[config.mk]
export PLATFORM = sky130hd
export DESIGN_NAME = rdpc_delay
export DESIGN_NICKNAME = d
export VERILOG_FILES = /design/src/design/rdpc_delay.sv
export SDC_FILE = /design/constraint.sdc
export NUM_CORES = 1
export LEC_CHECK = 0
export ABC_AREA = 1
export BUFFER_PORTS_ARGS = -buffer_cell sky130_fd_sc_hd__buf_2
export CAP_MARGIN = 40
export CORE_MARGIN = 2
export CORE_UTILIZATION = 41
export DETAILED_ROUTE_END_ITERATION = 10
export GPL_ROUTABILITY_DRIVEN = 0
export GPL_TIMING_DRIVEN = 0
export PLACE_DENSITY_LB_ADDON = 0.25
export SETUP_SLACK_MARGIN = 0.3
export SLEW_MARGIN = 10
export SYNTH_ARGS = -nofsm -noshare
export SYNTH_HDL_FRONTEND = slang
export SYNTH_SLANG_ARGS = --single-unit
[constraint.sdc]
create_clock -name i_clk -period 0.8 [get_ports i_clk]
set_input_delay 0.24 -clock i_clk [delete_from_list [all_inputs] [get_ports i_clk]]
set_output_delay 0.24 -clock i_clk [all_outputs]
set_load 0.01 [all_outputs]
[src/design/rdpc_delay.sv]
module rdpc_delay #(
    parameter int W     = 8,
    parameter int DEPTH = 2
) (
    input  logic         i_clk,
    input  logic         i_en,
    input  logic [W-1:0] i_data,
    output logic [W-1:0] o_data
);

    logic [W-1:0] r_pipe [DEPTH];

    always_ff @(posedge i_clk) begin
        if (i_en) begin
            r_pipe[0] <= i_data;
            for (int k = 1; k < DEPTH; k++) begin
                r_pipe[k] <= r_pipe[k-1];
            end
        end
    end

    assign o_data = r_pipe[DEPTH-1];

endmodule

; Word level (Yosys, flattened, before mapping)
; Memories as Yosys holds them, arrays and structs flattened.
; Cells that the tools add are included.
[totals]
regBits = 0
mem_bits_rw = 16
inputBits = 10
output_inout_bits = 8
elab_cells = 3
mem_count = 1
[op_classes]
muxes = 2
[mem_list]
columns = name, depth, width, read_ports, rd_ports_with_merged_regs, wr, line_no
row1 = r_pipe, 2, 8, 2, 0, 2, 11  ; logic [W-1:0] r_pipe [DEPTH];
[op_table]
columns = cell, n
row1 = 2-to-1 mux 1 bit, 2

; Logic depth before layout (Yosys ltp)
[depth]
depth_word = 2
ltp_mapped = 1
mapped_depth_nobuf = 0

; Worst setup path before layout
; Ideal clock, no wire load.
[synth_path]
path_kind = reg-to-output
start = memory r_pipe[1][0], in the netlist r_pipe[0][8]
end = output port o_data[0]
arrival_ps = 476
required_time_ps = 560
path_slack_ps = 84
stages_incl_launch_ff = 2
path_buffers = 1
path_cell_list = edfxtp_1 buf_4
[synth_rtl]
columns = element, line_no
row1 = "start, declared", 11
row2 = "end, declared", 8  ; output logic [W-1:0] o_data

==> run summary <==
Post-cts repair resize count: 9. The tools report the final number of hold-violating endpoints as 0. The run gives 1620 sq um as the area of the die. The total I/O pin count is 18. The routed design has 494 microns of wire. Flip-flop count of the largest register, all copies and words added: 16. The logs give 24 for the number of standard cells after synthesis and 0.89 ns for the data arrival time at the worst-slack endpoint.

Counting I/O delays and the setup requirement, the final critical path takes 1.13 ns. Final worst-path setup slack: -0.332 ns. The number of setup buffers added after CTS is 0. The checks that failed: negative setup slack.

TritonCTS built the clock tree. Traced cell by cell, the critical path runs through buf_4, buf_6. Synthesis inferred 16 register bits.

In the final routed layout, each cell accounts on average for 8.23 microns. The clock drives 16 sinks. The average cell area after synthesis is 22.5 sq um. The ratio of routed vias to standard cells came out at 4.07. The top cell type by total area after synthesis is sky130_fd_sc_hd__edfxtp_1.

For the pin with the worst max-slew slack, the measured transition is 0.187 ns. The tool flagged a number of max-cap violations equal to 0. The final-stage net count came out at 56. The placed instances occupy a cell area of 644 sq um. The analysis attributes to cell leakage a power of 0.298 nW. Register bank with the most flops: r_pipe. Yosys synthesis warning count: 0. The run finished, with violations left.

The buffers plus inverters on the worst setup path was 2. For this design the ratio of total power to cell area is 2120 nW/um^2. In the final layout, the registers with the most flip-flops are r_pipe x16. Counting the buffers created by CTS gives 3. Period utilization: 142%.

After routing the design area is 731 sq um. After filler insertion, the fill cell instance count of the layout stands at 106. In this design, the stage delay of the slowest critical-path cell is 0.38 ns. Of the synthesized area, sequential elements account for 88.9%. Clock network latency to the later pin of the worst-skew pair: 0.27 ns. For the via total after detailed routing, the log shows 244. First-pass iteration count of the detailed router: 1. The worst ir drop on vdd came out at 0.992 mV.

The worst setup path is captured at an output port. The number of nets in the synthesized netlist is 34. Type of the setup path with the least slack: register to output port. The area growth from synthesis to layout is 35.2%. The first global-routing pass estimated 731 microns of wire.

The count of standard-cell rows is 13, and the cell area after synthesis is 541 sq um. The floorplan step defined a core boundary enclosing 1270 sq um. The tools report the startpoint type of the worst setup path as a register.

The achievable clock frequency is 883 MHz, and the setup skew after layout is 0.00244 ns. Measured along the x axis, the die boundary spans 40.3 microns. Summing all multi-input logic gate instances after layout gives 0 sq um. The die is 40.3 microns tall. Setup repair after global routing could not meet its margin everywhere. Entering global routing, the biggest net connects 17 pins. The tools report the via count of the first global-routing pass as 212. Number of antenna violations at the first check in global routing: 0. In this run the remaining antenna-violating nets after routing total 0. Setup violations remaining at the end of the flow were counted as 8.

Yosys mapped the design onto 2 distinct sky130hd cell types. Family of cells with the greatest summed delay on the critical path: flip-flops. The antenna diode instance count is 0, and the global-route usage over all layers is 7.66%. Number of multi-input combinational cells: 0. The number of levels in the clock H-tree came out at 1.

Counting along the longest clock path gives a buffer depth of 2. Registers take 480 sq um. Yosys attributes the largest share of cell area to sky130_fd_sc_hd__edfxtp_1 89%, sky130_fd_sc_hd__buf_4 11%. The number of port buffers is 17, and the final count of pins violating max slew is 0. The cell with the largest stage delay on the worst path was sky130_fd_sc_hd__edfxtp_1. At the worst endpoint, the required time is 0.56 ns. The overall overflow remaining after global route was 0; the number of hold buffers added after cts was 0. Clock root buffer: sky130_fd_sc_hd__clkbuf_4. Top-area cell type share of the netlist area: 88.9%. Clock-pin slew was measured on the worst setup and hold paths at 0.08 ns. Headroom to the max-slew limit came out at 87.5%. The initial utilization of the core area, before any placement, comes to 42.6%. The total DRC errors in the routed layout was 0; the total design power was 1.55 mW. The first routing iteration left 0 violations. The path class of the lowest-slack min-delay path was input port to register. Of the cells placed in the final design, the portion with a size suffix greater than 1 is 62.2%. The largest fanout of any net on the critical path is 1. The final cell utilization of the core was 57.6%.
## cell usage in the layout, fill, tap and decap left out
cell type                  netlist  final
sky130_fd_sc_hd__edfxtp_1       16     16
sky130_fd_sc_hd__buf_2           0      8
sky130_fd_sc_hd__clkinv_1        0      1
sky130_fd_sc_hd__buf_6           0     10
sky130_fd_sc_hd__buf_4           8      7
sky130_fd_sc_hd__clkbuf_4        0      3
## layer usage
layer / GRT usage (%) / vias up / routed length (microns)
li1: - / 121 / -
met2: 11.7 / 18 / 237
met1: 7.58 / 103 / 187
met4: 10.0 / 0 / 4
met3: 1.67 / 2 / 64
met5: 0 / - / 0
## cell usage after synthesis
cell / n
sky130_fd_sc_hd__buf_4: 8
sky130_fd_sc_hd__edfxtp_1: 16
## area by class of cell
| type | instances | share of cell area, % |
|---|---|---|
| Clock inverter | 1 | 0.514 |
| Tap cell | 15 | 2.57 |
| Clock buffer | 3 | 3.08 |
| Timing Repair Buffer | 17 | 18.8 |
| Sequential cell | 16 | 65.8 |
| Buffer | 8 | 9.25 |
## power by group
group	total [mW]	switching [mW]	internal (mW)
combinational	0.148	0.0510	0.0971
sequential	1.01	0.0140	0.993
clock	0.393	0.213	0.180
total	1.55	0.278	1.27
## stage by stage
step                      setup TNS, ns  hold slack, ns  worst slack [ns]  cells
final                             -2.55           0.139            -0.332     60
after global placement            -1.03           0.402           -0.0504     56
after global routing              -2.98           0.119            -0.385     60
after CTS                         -2.65           0.128            -0.345     60
after floorplan                       0           0.339            0.0844     24
after detailed placement          -1.39           0.405           -0.0696     56
## final timing paths
| kind | from | endpoint | slack [ns] | cells past startpoint |
|---|---|---|---|---|
| setup / recovery | r_pipe[0][11] | o_data[3] | -0.33 | 2 |
| hold / removal | i_data[1] | r_pipe[0][1] | 0.14 | 1 |
| setup reg to reg | r_pipe[0][3] | r_pipe[0][11] | 0.18 | 0 |
| hold reg to reg | r_pipe[0][1] | r_pipe[0][9] | 0.43 | 0 |
## cells by family after synthesis
| kind of cell | count (synthesis) | share of synthesized area (%) |
|---|---|---|
| flops | 16 | 88.9 |
| buf+inv | 8 | 11.1 |
(Power assumes the default switching activity.)
