[src/design/rdpc_div.sv]
module rdpc_div #(
    parameter int NUM_W = 31,
    parameter int DEN_W = 15
) (
    input  logic             i_clk,
    input  logic             i_en,
    input  logic [NUM_W-1:0] i_num,
    input  logic [DEN_W-1:0] i_den,
    output logic [NUM_W-1:0] o_quo
);

    logic [NUM_W-1:0] r_num [NUM_W];
    logic [DEN_W-1:0] r_den [NUM_W];
    logic [DEN_W-1:0] r_rem [NUM_W];
    logic [NUM_W-1:0] r_quo [NUM_W];

    for (genvar gi = 0; gi < NUM_W; gi++) begin : g_stage
        logic [NUM_W-1:0] num_in;
        logic [DEN_W-1:0] den_in;
        logic [DEN_W-1:0] rem_in;
        logic [NUM_W-1:0] quo_in;
        logic [DEN_W:0]   rem_sh;
        logic [DEN_W:0]   diff;
        logic             fits;

        if (gi == 0) begin : g_first
            assign num_in = i_num;
            assign den_in = i_den;
            assign rem_in = '0;
            assign quo_in = '0;
        end else begin : g_next
            assign num_in = r_num[gi-1];
            assign den_in = r_den[gi-1];
            assign rem_in = r_rem[gi-1];
            assign quo_in = r_quo[gi-1];
        end

        assign rem_sh = {rem_in, num_in[NUM_W-1]};
        assign fits   = rem_sh >= {1'b0, den_in};
        assign diff   = rem_sh - {1'b0, den_in};

        always_ff @(posedge i_clk) begin
            if (i_en) begin
                r_num[gi] <= {num_in[NUM_W-2:0], 1'b0};
                r_den[gi] <= den_in;
                r_rem[gi] <= fits ? diff[DEN_W-1:0] : rem_sh[DEN_W-1:0];
                r_quo[gi] <= {quo_in[NUM_W-2:0], fits};
            end
        end
    end

    assign o_quo = r_quo[NUM_W-1];

endmodule

[config.mk]
export PLATFORM = sky130hd
export DESIGN_NAME = rdpc_div
export DESIGN_NICKNAME = d
export VERILOG_FILES = /design/src/design/rdpc_div.sv
export SDC_FILE = /design/constraint.sdc
export NUM_CORES = 2
export LEC_CHECK = 0
export ABC_AREA = 0
export ABC_CLOCK_PERIOD_IN_PS = 9100
export BUFFER_PORTS_ARGS = -buffer_cell sky130_fd_sc_hd__buf_2
export CAP_MARGIN = 20
export CELL_PAD_IN_SITES_DETAIL_PLACEMENT = 1
export CELL_PAD_IN_SITES_GLOBAL_PLACEMENT = 1
export CORE_MARGIN = 2
export CORE_UTILIZATION = 45
export DETAILED_ROUTE_END_ITERATION = 10
export GPL_ROUTABILITY_DRIVEN = 0
export PLACE_DENSITY = 0.77
export SYNTH_ARGS = -nofsm -noshare
export SYNTH_HDL_FRONTEND = slang
export SYNTH_SLANG_ARGS = --single-unit
export TNS_END_PERCENT = 1
[constraint.sdc]
create_clock -name i_clk -period 9.1 [get_ports i_clk]
set_input_delay 0.91 -clock i_clk [delete_from_list [all_inputs] [get_ports i_clk]]
set_output_delay 0.91 -clock i_clk [all_outputs]
set_load 0.03 [all_outputs]
### Word level (Yosys, flattened, before mapping)

Memory sizes are Yosys's and may differ from the RTL's.
Cells that the tools add are included.

* $add $sub $neg: 31
* magnitude comparators: 31
* muxes and demuxes: 33

Operators with widths (count)
* $ge 16x15->1: 30
* $mux 15: 31
* $sub 15x15->15: 30
* $ge 1x15->1: 1
* $sub 1x15->15: 1
* $mux 1: 2

* register bits: 0
* RAM bits: 2821
* bits of input ports: 48
* output and inout port bits: 31
* word-level logic and storage cells: 99
* memories kept: 4

Memory list
* r_quo: depth 31, bits a word 31, rd ports 31, clocked after memory_dff 0, wr ports 31, line 15 `logic [NUM_W-1:0] r_quo [NUM_W];`
* r_num: depth 31, bits a word 30, rd ports 30, clocked after memory_dff 0, wr ports 31, line 12 `logic [NUM_W-1:0] r_num [NUM_W];`
* r_den: depth 31, bits a word 15, rd ports 30, clocked after memory_dff 0, wr ports 31, line 13 `logic [DEN_W-1:0] r_den [NUM_W];`
* r_rem: depth 31, bits a word 15, rd ports 30, clocked after memory_dff 0, wr ports 31, line 14 `logic [DEN_W-1:0] r_rem [NUM_W];`

### Depth between registers and ports, before layout

An unclocked memory read counts as a cell.

* word-level depth: 3
* gate-level depth with buffers: 13
* mapped depth without buffers: 12

### Worst setup path before layout

Ideal clock, no wire load.

* path kind: flip-flop to flip-flop
* start point: memory r_den[10][0] (netlist: r_den[0][150])
* end point: memory r_rem[11][7] (netlist: r_rem[0][172]), data pin
* arrival: 2750 ps
* data required time: 8840 ps
* path slack: 6091 ps
* cell stages (with the launch flop): 13
* clock period less this slack: 3009 ps
* cells stage by stage: edfxtp_1 -> ha_1 -> fa_1 -> inv_1 -> a21o_1 -> a21oi_1 -> a311o_1 -> a211o_1 -> a21oi_1 -> or3_1 -> clkbuf_1 -> buf_2 -> mux2_2

RTL lines (line)
* from (decl): 13
* to (decl): 14

==> impl_metrics.tcl <==
set metrics [dict create \
    ctsResizeCount 0 \
    post-cts-setup-buffer-count 0 \
    ys_seq_area_frac 0.675 \
    critical_path_class "reg2reg" \
    synth_simple_gate_area_frac 0.0551 \
    worstReg2RegStart "r_num[0][299]" \
    rsz0062_at_grt "no" \
    root_buffer "clkbuf_16" \
    synth-seq-cells 1861 \
    dr_wl_met3_um 4960 \
    r2r_setup_slack_ns 5.50 \
    synth-edff-count 1861 \
    syn_area_um2 82800 \
    coreArea_um2 183000 \
    status "completed" \
    setup_viol_count_final 0 \
    place_ws_ns 5.53 \
    cp-endpoint "r_rem[0][153]" \
    synth-xor-area-share 0.0331 \
    async_flop_share 0 \
    antenna_left 0 \
    die_x_um 433 \
    std_cell_rows 157 \
    track_usage 0.171 \
    crit_path_start "r_num[0][299]" \
    routed.top_layer "met4" \
    wl_met2_um 81400 \
    layout_setup_ws_ns 5.50 \
    yosys.area_share.adder 0.0753 \
    hpwl_um 108000 \
    synth_mux_area_frac 0.0429 \
    drtIter0Drc 2548 \
    wl_um 159000 \
    vias_per_cell 5.32 \
    grt_pass1_vias 48800 \
    m1WireLength_um 67900 \
    crit_path_end_kind "flop" \
    finalCritPeriodShare 0.396 \
    grt_pass1_wl_um 259000 \
    cts_buffers 199 \
    fin_nets 6465 \
    io_buffers 78 \
    final_common_cell "edfxtp_1" \
    clkTransAtPathRegs_ns 0.06 \
    cp-start-kind "flop" \
    layout-area-overhead-vs-synth_pct 12.2 \
    synth_top_family_by_area "compound AO/OA/AOI/OAI gates" \
    design_area_um2 92900 \
    clockBufferDepth 3 \
    final_cells 8566 \
    grt_max_degree 200 \
    antenna_found_initial 0 \
    tns_ns 0 \
    overflow 0 \
    cp_max_fo 16 \
    syn_area_per_cell_um2 14.5 \
    finClkSkew_ns 0.0449 \
    relSlewSlack 0.194 \
    holdBufCountCts 0 \
    post-route-drc-count 0 \
    dp_cells 8198 \
    yosys_warnings 0 \
    power_leakage_nw 35.4 \
    final_max_slew_viol_count 0 \
    max_slew.worst_pin.slew_ns 1.21 \
    synth-main-ff-cell "edfxtp_1" \
    hp-class "in2reg" \
    post_drt_wl_per_cell_um 18.5 \
    synth-compound-area-share 0.0887 \
    holdPathStages 1 \
    tritoncts "done" \
    final.min_clock_period_ns 3.60 \
    synthCells 5696 \
    ys_types 90 \
    fp.dieH_um 433 \
    cts_sinks 1861 \
    synth_nets 6225 \
    power_per_cell_area_nw_per_um2 334 \
    htree_levels 4 \
    fin_hold_ws_ns 0.243 \
    required_ns 9.68 \
    final_layout_size_suffix_gt1_frac 0.116 \
    fin_total_pwr_mw 31.1 \
    most-common-layout-cells "edfxtp_1 (1,861), inv_1 (573), ha_1 (452)" \
    start_util 0.453 \
    finalHoldViolCount 0 \
    post-route-util 0.508 \
    num_vias 45500 \
    worstSkewPairLatency_ns 0.84 \
    cap_violations 0 \
    io_pins 79 \
    r2r-end "r_rem[0][153]" \
    arrival_ns 4.18 \
    max_clock_freq_mhz 278 \
    dieArea_um2 187000 \
    drtPass1Iterations 6 \
    place_area_um2 86300 \
    ir_worst_vdd_mv 0.173 \
    ff2ff_path_depth 11 \
]
[cell type report]
class | count | area, um^2
fillers | 17700 | 90000
flip-flops and latches | 1861 | 55900
multi-input cells | 3188 | 24500
clock buffers | 239 | 5150
well taps | 2464 | 3080
inverters | 574 | 2150
clock inverters | 127 | 1430
repair buffers | 112 | 743
diodes | 1 | 2.50
[critical path, stage by stage (launching register included)]
cell	delay, ns
edfxtp_1	0.37
inv_1	0.09
ha_1	0.20
fa_1	0.25
nor2b_1	0.07
o21ai_0	0.15
nand2b_1	0.16
a221oi_2	0.39
o21a_1	0.23
nand3b_1	0.11
a31oi_2	0.89
mux2_2	0.44
[registers in the layout (all words and copies together) (netlist names)]
register / count
r_num: 465
r_quo: 496
r_rem: 450
r_den: 450
[how the worst min path moves through the flow]
stage	startpoint	end
floorplan	r_num[0][69]	r_num[0][100]
global placement	r_num[0][217]	r_num[0][248]
detailed placement	r_num[0][232]	r_num[0][263]
CTS	i_num[28]	r_num[0][28]
global route	i_num[27]	r_num[0][27]
finish	i_num[28]	r_num[0][28]
[cells by family (layout without fill, tap and decap cells)]
| kind of cell | count (synthesis) | in the layout |
|---|---|---|
| AO/OA/AOI/OAI | 1150 | 1150 |
| XOR/XNOR | 313 | 313 |
| adder cells (fa/ha/maj) | 481 | 481 |
| buffers and inverters | 647 | 1052 |
| flip-flops | 1861 | 1861 |
| multiplexers | 319 | 319 |
| other | 0 | 1 |
| AND/OR/NAND/NOR | 925 | 925 |
[metal layers]
metal  vias up  track usage
li1      21800            -
met1     22800        0.212
met2       613        0.303
met3       306       0.0279
met4         0       0.0540
met5         -            0
[power breakdown]
group	internal, mW	switching [mW]
sequential	11.7	0.826
clock	4.71	3.40
combinational	4.80	5.67
[synth_stat cells, drive strengths merged, types with 89 or more instances]
library cell	number	share of area
edfxtp	1861	0.67
inv	574	0.026
ha	452	0.068
a21oi	357	0.022
nor2	279	0.013
o21ai	273	0.017
mux2	270	0.037
xnor2	198	0.021
nand2	184	0.0083
xor2	115	0.012
a21o	101	0.0092
nor2b	95	0.0072
nand2b	92	0.0070
o21a	89	0.0081
Power figures use the tool's default switching activity.
