--- src/design/rdpc_sqrt.sv ---
module rdpc_sqrt #(
    parameter int IN_W = 30
) (
    input  logic              i_clk,
    input  logic              i_en,
    input  logic [IN_W-1:0]   i_rad,
    output logic [IN_W/2-1:0] o_root
);

    localparam int ROOT_W = IN_W / 2;
    localparam int REM_W  = ROOT_W + 3;

    logic [IN_W-1:0]   r_rad  [ROOT_W];
    logic [REM_W-1:0]  r_rem  [ROOT_W];
    logic [ROOT_W-1:0] r_root [ROOT_W];

    for (genvar gi = 0; gi < ROOT_W; gi++) begin : g_stage
        logic [IN_W-1:0]   rad_in;
        logic [REM_W-1:0]  rem_in;
        logic [ROOT_W-1:0] root_in;
        logic [REM_W-1:0]  rem_sh;
        logic [REM_W-1:0]  trial;

        if (gi == 0) begin : g_first
            assign rad_in  = i_rad;
            assign rem_in  = '0;
            assign root_in = '0;
        end else begin : g_next
            assign rad_in  = r_rad[gi-1];
            assign rem_in  = r_rem[gi-1];
            assign root_in = r_root[gi-1];
        end

        assign rem_sh = {rem_in[REM_W-3:0], rad_in[IN_W-1 -: 2]};
        assign trial  = {1'b0, root_in, 2'b01};

        always_ff @(posedge i_clk) begin
            if (i_en) begin
                r_rad[gi] <= {rad_in[IN_W-3:0], 2'b00};
                if (rem_sh >= trial) begin
                    r_rem[gi]  <= rem_sh - trial;
                    r_root[gi] <= {root_in[ROOT_W-2:0], 1'b1};
                end else begin
                    r_rem[gi]  <= rem_sh;
                    r_root[gi] <= {root_in[ROOT_W-2:0], 1'b0};
                end
            end
        end
    end

    assign o_root = r_root[ROOT_W-1];

endmodule

--- config.mk ---
export PLATFORM = sky130hd
export DESIGN_NAME = rdpc_sqrt
export DESIGN_NICKNAME = d
export VERILOG_FILES = /design/src/design/rdpc_sqrt.sv
export SDC_FILE = /design/constraint.sdc
export NUM_CORES = 1
export LEC_CHECK = 0
export BUFFER_PORTS_ARGS = -buffer_cell sky130_fd_sc_hd__buf_2
export CAP_MARGIN = 20
export CORE_ASPECT_RATIO = 0.8
export CORE_MARGIN = 2
export CORE_UTILIZATION = 45
export CTS_BUF_LIST = sky130_fd_sc_hd__clkbuf_4
export CTS_CLUSTER_DIAMETER = 200
export DETAILED_ROUTE_END_ITERATION = 16
export HOLD_SLACK_MARGIN = 0.12
export SYNTH_ARGS = -nofsm -noshare
export SYNTH_HDL_FRONTEND = slang
export SYNTH_SLANG_ARGS = --single-unit
--- constraint.sdc ---
create_clock -name i_clk -period 3.25 [get_ports i_clk]
set_input_delay 0.325 -clock i_clk [delete_from_list [all_inputs] [get_ports i_clk]]
set_output_delay 0.325 -clock i_clk [all_outputs]
set_load 0.01 [all_outputs]
After elaboration in Yosys (flattened, before gate mapping) --
Memories as Yosys holds them, arrays and structs flattened. Index checks and enable logic that the tools add are counted.
Word-level totals: memories 3, word-level logic and storage cells 185, bits of input ports 32, register bits 0, RAM bits 915
Operators by class: order comparisons 15, bitwise operators 30, $add $sub $neg 15, multiplexer cells 122
Memories:
- r_rad | depth 15, width 28, rd ports 14, clocked after memory_dff 0, write ports 15, RTL line 13 | logic [IN_W-1:0] r_rad [ROOT_W];
- r_rem | depth 15, width 18, rd ports 14, clocked after memory_dff 0, write ports 15, RTL line 14 | logic [REM_W-1:0] r_rem [ROOT_W];
- r_root | depth 15, width 15, rd ports 15, clocked after memory_dff 0, write ports 15, RTL line 15 | logic [ROOT_W-1:0] r_root [ROOT_W];
Operators by type and width (number):
- 2-to-1 mux 18 bit | 15
- >= comparator 18 x 17 -> 1 bit | 14
- subtractor 18 x 17 -> 18 bit | 14
- 2-to-1 mux 15 bit | 15
- 2-to-1 mux 1 bit | 92
- bitwise OR 1 bit | 30
- subtractor 2 x 1 -> 3 bit, second input constant | 1
- >= comparator 2 x 1 -> 1 bit, second input constant | 1

Logic depth before layout (Yosys ltp) --
Gate-level depths: netlist (run 1). An unclocked memory read counts as a cell.
word-level depth 6, gate-level depth with buffers 11, gate-level depth less buffers 9

Worst setup path before layout (run 1) --
Ideal clock, no wire load.
path type register to register, start point mem r_rem[1][0] (netlist bit), end point mem r_rem[1][22] (netlist bit) (data pin), required time 2.990 ns, buffers on the path 1, cell stages (with the launch flop) 9, arrival 2.374 ns, setup time 0.260 ns, setup slack 0.616 ns, cell sequence edfxtp_1 -> ha_1 -> nor2b_1 -> o31a_1 -> or4_1 -> nand3_1 -> a31o_4 -> buf_6 -> mux2_4
RTL lines (RTL line):
- start: declaration | 14

==> results by group, run 1 <==
Run status
  • Status: finished clean

GRT
  • Largest net degree at the start of global routing: 59
  • Met1 Usage GRT: 0.2491
  • Total gr overflow: 0
  • Met2 usage: 0.2266
  • Initial antenna violation count: 2
  • Vias in the first global route: 14730
  • First-pass GRT wire length: 75150 um
  • Met3 Use GR: 0.04720
  • All-Layer GR Usage: 0.1671
  • GRT Max-Usage Layer: met1

Route
  • Vias: 15090
  • Iter 0 DRT Violations: 976
  • 1st-pass router iterations: 6
  • Antenna violation net count after detailed routing: 0
  • Remaining DRCs: 0
  • DR vias/cell: 5.211
  • Routed WL: 46160 um
  • Avg WL per Cell: 15.94 um

Finish
  • Most common cell after layout, fill and taps aside: edfxtp_1
  • Final instance area: 28210 um^2
  • Nets: 2288
  • Layout Utilization: 0.5204
  • Share of post-route cells with drive strength above 1: 0.1412
  • Fillers: 4652
  • Syn-to-layout area delta: 13.61%
  • Fin cells: 2896
  • Commonest non-fill, non-tap cells in the layout: 537 x edfxtp_1, 172 x clkbuf_4, 163 x inv_1

Pwr
  • Internal: 0.01264 W
  • Pwr dens: 609.3 nW/um^2
  • Maximum VDD drop: 0.3613 mV
  • Sw Ratio: 0.2642
  • Lkg Pwr: 10.95 nW
  • Switch Pwr: 0.004541 W
  • Clk pwr share: 0.316
  • Register share of total power: 0.524
  • Comb pwr share: 0.160

Setup path
  • R2R depth: 7
  • CP delay by family, top: compound AO/OA/AOI/OAI gates
  • Reg-to-reg startpoint: r_rem[0][126]
  • Number of stages on the worst setup path: 7
  • Crit Path Max Fanout: 22
  • CP cell instances: ha_1 > nor2b_1 > o21a_1 > o21ai_1 > nand2_1 > a2111o_1 > mux2_2
  • Crit Path Class: reg -> reg
  • Worst Path Required: 3.94 ns
  • Critical R2R Capture: r_rem[1][6]
  • Critical Path Source Type: flop
  • Buf/Inv on CP: 0
  • Max stage delay on crit path: 0.71 ns
  • Setup crit start: r_rem[0][126]
  • Signal arrival time at the worst endpoint: 3.60 ns
  • Slowest-stage cell, CP: a2111o_1
  • CP Capture Point: r_rem[1][6]
  • Reg2reg setup slack: 0.34 ns
  • Setup crit end kind: flop

Timing
  • Final min period: 2.907 ns
  • Final WS setup: 0.3428 ns
  • Max Freq: 0.3440 GHz
  • Endpoints failing hold: 0
  • Final Skew: 0.06149 ns
  • Final setup fails: 0
  • Count of pins over their slew limit: 0
  • Total negative setup slack: 0 ns
  • Worst Max-Slew Pin Slew: 0.7489 ns
  • RSZ-0062 raised after global routing: no
  • Final clock period utilization by the worst path: 0.8945
  • Relative slew slack: 0.5007

Synthesis
  • Synth async-reset ratio: 0
  • Simple-gate share of the synthesized area: 0.1007
  • Top_reg_cell synth: edfxtp_1
  • Synth area leaders: edfxtp_1 65%, ha_1 6.9%, xnor2_1 2.7%, inv_1 2.5%, xor2_1 2.3%
  • Synth cell types: 70
  • Adder-Cell Fraction of Synth Area: 0.06853
  • Avg Cell Area, Syn: 13.14 um^2
  • Synth Area in Compound Gates: 0.08345
  • YS warnings: 0
  • Main combinational cell family by area after synthesis: simple AND/OR/NAND/NOR gates
  • Post-synth EDFFs: 537
  • Multiplexer share of the synthesized area: 0.01517
  • Syn nets: 2058
  • XOR/XNOR share of the synthesized area: 0.04974
  • Synthesized instance count: 1890
  • Synth Cell Area: 24830 um^2
  • Seq/Total Area, Yosys: 0.6503
  • Synth Register Bits: 538
  • Top-area cell type share of the netlist area: 0.6495
  • Dominant cell type by area after synthesis: edfxtp_1

Floorplanning
  • Die Y-Extent: 214.1 um
  • Core Rows: 76
  • Initial core utilization: 0.4581
  • Die area: 57080 um^2
  • Die Width: 266.6 um
  • CORE AREA: 54200 um^2
  • I/O pin count: 47

CTS
  • Clock sink count: 538
  • Worst skew pair latency: 0.96 ns
  • Clk buf depth: 3
  • Root Buffer: clkbuf_4
  • CTS tree: yes
  • H-Tree Depth: 4
  • CTS buffer count: 135
  • Reg clk slew, reported paths: 0.07 ns

Flow run
  • # Max-Cap Violations: 0

Placed design
  • Final Wtd Congestion: 0.9046
  • Port Buffer Count: 46
  • DP Area: 26010 um^2
  • DP Worst Slack: 0.3980 ns
  • Dpl hpwl: 31570 um
  • Placed cell count: 2624

Worst hold path
  • Min-Delay Path Class: in -> reg
sequential cells by signal, indices dropped and copies added (netlist names):
name and cells:
r_rad 210, r_rem 208, r_root 120
repair_timing:
item	4_1_cts	5_1_grt
gates resized for setup	0	0
hold buffers	61	0
setup buffers	0	0
hold endpoints to repair	236	0
power groups by stage:
stage	Sequential (W)	Combinational [W]	Clock, W
after floorplan	0.00898	0.00202	0
after global placement	0.00914	0.00259	0
after detailed placement	0.00916	0.00264	0
after CTS	0.00901	0.00272	0.00569
after global routing	0.00909	0.00310	0.00602
final	0.00901	0.00275	0.00543
routing by layer:
layer,vias to the layer above,part of all wire
met5,-,0
met4,0,0.020
met3,90,0.061
met2,385,0.41
met1,7125,0.51
li1,7491,-
how the worst min path moves through the flow:
stage,to,startpoint,cells after the start
4_1_cts,r_rad[0][5],i_en,2
5_1_grt,r_rad[0][4],i_en,2
2_1_floorplan,r_rad[0][100],r_rad[0][70],0
3_3_place_gp,r_rad[0][67],r_rad[0][37],0
6_report,r_rad[0][5],i_en,2
3_5_place_dp,r_rad[0][109],r_rad[0][79],0
worst register-to-register path, cell delays in order (launching register included):
cell,delay [ns]
edfxtp_1,0.40
ha_1,0.37
nor2b_1,0.16
o21a_1,0.18
o21ai_1,0.29
nand2_1,0.15
a2111o_1,0.71
mux2_2,0.39
synthesized netlist by cell type (all sizes together) (11+ instances only):
master	count
a21o	24
a21oi	108
a31oi	14
and2	14
and3	11
clkbuf	38
edfxtp	537
ha	136
inv	164
mux2	26
nand2	119
nand2b	25
nand3	40
nand4	22
nor2	115
nor2b	24
nor3	31
nor4	28
o21a	34
o21ai	109
or3	19
xnor2	76
xor2	65
stage by stage:
stage               power [W]  hold slack [ns]
finish                0.01719           0.3140
global route          0.01821           0.2311
CTS                   0.01742           0.1829
detailed placement    0.01180           0.4045
global placement      0.01173           0.4015
floorplan             0.01100           0.4003
logic make-up after synthesis:
group                    Yosys count
flip-flops                       538
AND/OR/NAND/NOR                  488
AO/OA/AOI/OAI                    344
buffers and inverters            209
XOR/XNOR                         141
adder cells (fa/ha/maj)          136
multiplexers                      34
layout make-up:
type                            instances  area [um^2]  share of cell area
Timing Repair Buffer                  138         1096             0.03886
Clock buffer                          172         1291             0.04578
Clock inverter                         34        282.8             0.01002
Inverter                              164        615.6             0.02182
Sequential cell                       538        16150              0.5724
Antenna cell                            5        12.51           0.0004436
Multi-Input combinational cell       1143         7885              0.2795
Tap cell                              702        878.3             0.03114
No activity file was read; power rests on OpenSTA's default activity.
==> run 2, diff against run 1 <==
Settings changed: PLACE_DENSITY set to 0.6, RECOVER_POWER set to 25.
==> run 2 against run 1 <==
Against the previous run:
- die area unchanged
- sequential power about the same
- final cell count about the same
- register-to-register slack about the same
- largest power group unchanged
- utilization about the same
- clock skew about the same
- global-route usage unchanged
==> results by group, run 2 (synthesis gave the netlist of run 1 again) <==
Run status
  • Status: finished clean

CTS
  • Post-CTS setup buffers: 0 (unchanged)
  • CTS buffer count: 135 (unchanged)
  • Worst skew pair latency: 0.96 ns (about the same)
  • CTS tree: yes
  • H-Tree Depth: 4 (unchanged)
  • Root Buffer: clkbuf_4
  • # hold bufs at CTS: 61 (unchanged)
  • Reg clk slew, reported paths: 0.07 ns (about the same)
  • Clock sink count: 538 (unchanged)
  • Post_cts resized: 0 (unchanged)
  • Clk buf depth: 3 (unchanged)

Route
  • Remaining DRCs: 0 (unchanged)
  • DR vias/cell: 5.211 (about the same)
  • Vias: 15100 (+0.033%)
  • Metal3 WL: 2890 um (+2.7%)
  • 1st-pass router iterations: 7 (+1)
  • Met1 WL: 23330 um (-0.57%)
  • Avg WL per Cell: 15.90 um (-0.26%)
  • Metal2 WL: 18930 um (about the same)
  • Routed WL: 46060 um (-0.22%)
  • Iter 0 DRT Violations: 904 (-7.4%)
  • Antenna violation net count after detailed routing: 0 (unchanged)
  • Highest metal used: met4

Timing
  • Endpoints failing hold: 0 (unchanged)
  • Final clock period utilization by the worst path: 0.8910 (-0.003487)
  • Final setup fails: 0 (unchanged)
  • Worst Max-Slew Pin Slew: 0.7536 ns (+0.004632 ns)
  • RSZ-0062 raised after global routing: no
  • Final Skew: 0.06128 ns (-0.0002084 ns)
  • Final min period: 2.896 ns (-0.01133 ns)
  • Relative slew slack: 0.4976 (-0.003088)
  • Total negative setup slack: 0 ns (unchanged)
  • Count of pins over their slew limit: 0 (unchanged)
  • Max Freq: 0.3453 GHz (+0.39%)
  • Final WS setup: 0.3541 ns (+0.01133 ns)

Finish
  • Share of post-route cells with drive strength above 1: 0.1412 (unchanged)
  • Most common cell after layout, fill and taps aside: edfxtp_1
  • Syn-to-layout area delta: 13.62% (about the same)
  • Fillers: 4651 (-0.021%)
  • Commonest non-fill, non-tap cells in the layout: 537 x edfxtp_1, 172 x clkbuf_4, 163 x inv_1
  • Layout Utilization: 0.5205 (about the same)
  • Fin cells: 2897 (+0.035%)
  • Max reg flops: 210 (unchanged)
  • Biggest regs: r_rad x210, r_rem x208, r_root x120
  • Nets: 2288 (unchanged)
  • Largest reg by FF count: r_rad

Setup path
  • R2R depth: 7 (unchanged)
  • Crit Path Class: reg -> reg
  • Setup crit end kind: flop
  • Critical Path Source Type: flop
  • Crit Path Max Fanout: 22 (unchanged)
  • Signal arrival time at the worst endpoint: 3.58 ns (-0.02 ns)
  • Worst Path Required: 3.94 ns (about the same)

Pwr
  • Pwr dens: 609.0 nW/um^2 (about the same)
  • Total power: 0.01718 W (about the same)
  • Maximum VDD drop: 0.3626 mV (+0.36%)
  • Lkg Pwr: 10.95 nW (unchanged)

GRT
  • First-pass GRT wire length: 75150 um (unchanged)
  • All-Layer GR Usage: 0.1671 (unchanged)
  • Vias in the first global route: 14730 (unchanged)
  • Largest net degree at the start of global routing: 59 (unchanged)
  • Initial antenna violation count: 2 (unchanged)
  • Total gr overflow: 0 (unchanged)

Worst hold path
  • Hold Crit Depth: 2 (unchanged)
  • Min-Delay Path Class: in -> reg

Floorplanning
  • CORE AREA: 54200 um^2 (unchanged)
  • I/O pin count: 47 (unchanged)
  • Die Width: 266.6 um (unchanged)
  • Initial core utilization: 0.4581 (unchanged)
  • Core Rows: 76 (unchanged)
  • Die Y-Extent: 214.1 um (unchanged)
  • Die area: 57080 um^2 (unchanged)

Placed design
  • Port Buffer Count: 46 (unchanged)
  • DP Worst Slack: 0.3980 ns (unchanged)
  • Dpl hpwl: 31570 um (unchanged)
  • Placed cell count: 2624 (unchanged)
  • Final Wtd Congestion: 0.9046 (unchanged)

Flow run
  • # Max-Cap Violations: 0 (unchanged)
==> run 2: changes by cell type in the layout (fill, tap and decap cells not counted), sizes merged <==
cell / previous run / this run
diode: 5 / 6
==> run 2: metrics by stage <==
step,hold slack [ns],instance area (um^2)
6_report,0.3156,28210
5_1_grt,0.2320,28200
4_1_cts,0.1829,28190
2_1_floorplan,0.4003,24830
3_5_place_dp,0.4045,26010
3_3_place_gp,0.4015,26010
==> run 2: critical path, stage by stage (launching register included) <==
cell and delay (ns):
edfxtp_1 0.40, ha_1 0.37, nor2b_1 0.16, o21a_1 0.19
o21ai_1 0.28, nand2_1 0.15, a2111o_1 0.70, mux2_2 0.39
==> run 2: layout make-up <==
class,instances,area (um^2),share of cell area
inverter,164,615.6,0.02182
clock inverter,34,282.8,0.01002
timing repair buffer,138,1096,0.03885
clock buffer,172,1291,0.04577
multi-input combinational,1143,7885,0.2795
antenna,6,15.01,0.0005322
tap,702,878.3,0.03114
sequential,538,16150,0.5723
==> run 2: worst paths after layout <==
path            startpoint           end  slack, ns
max          r_rem[0][126]   r_rem[1][6]       0.35
min                   i_en   r_rad[0][5]       0.32
min reg2reg   r_rad[1][24]  r_rad[1][54]       0.40
max reg2reg  r_rem[0][126]   r_rem[1][6]       0.35
==> run 2: power by group <==
group          total, W  switching [W]  leakage, nW  internal, W
Sequential      0.00901       0.000428         5.16      0.00858
Combinational   0.00274        0.00152         4.87      0.00122
Clock           0.00543        0.00259        0.919      0.00284
==> run 2: layer usage <==
layer	up-vias	track usage
li1	7504	-
met1	7139	0.2491
met2	376	0.2266
met3	77	0.04720
met4	0	0.07191
met5	-	0
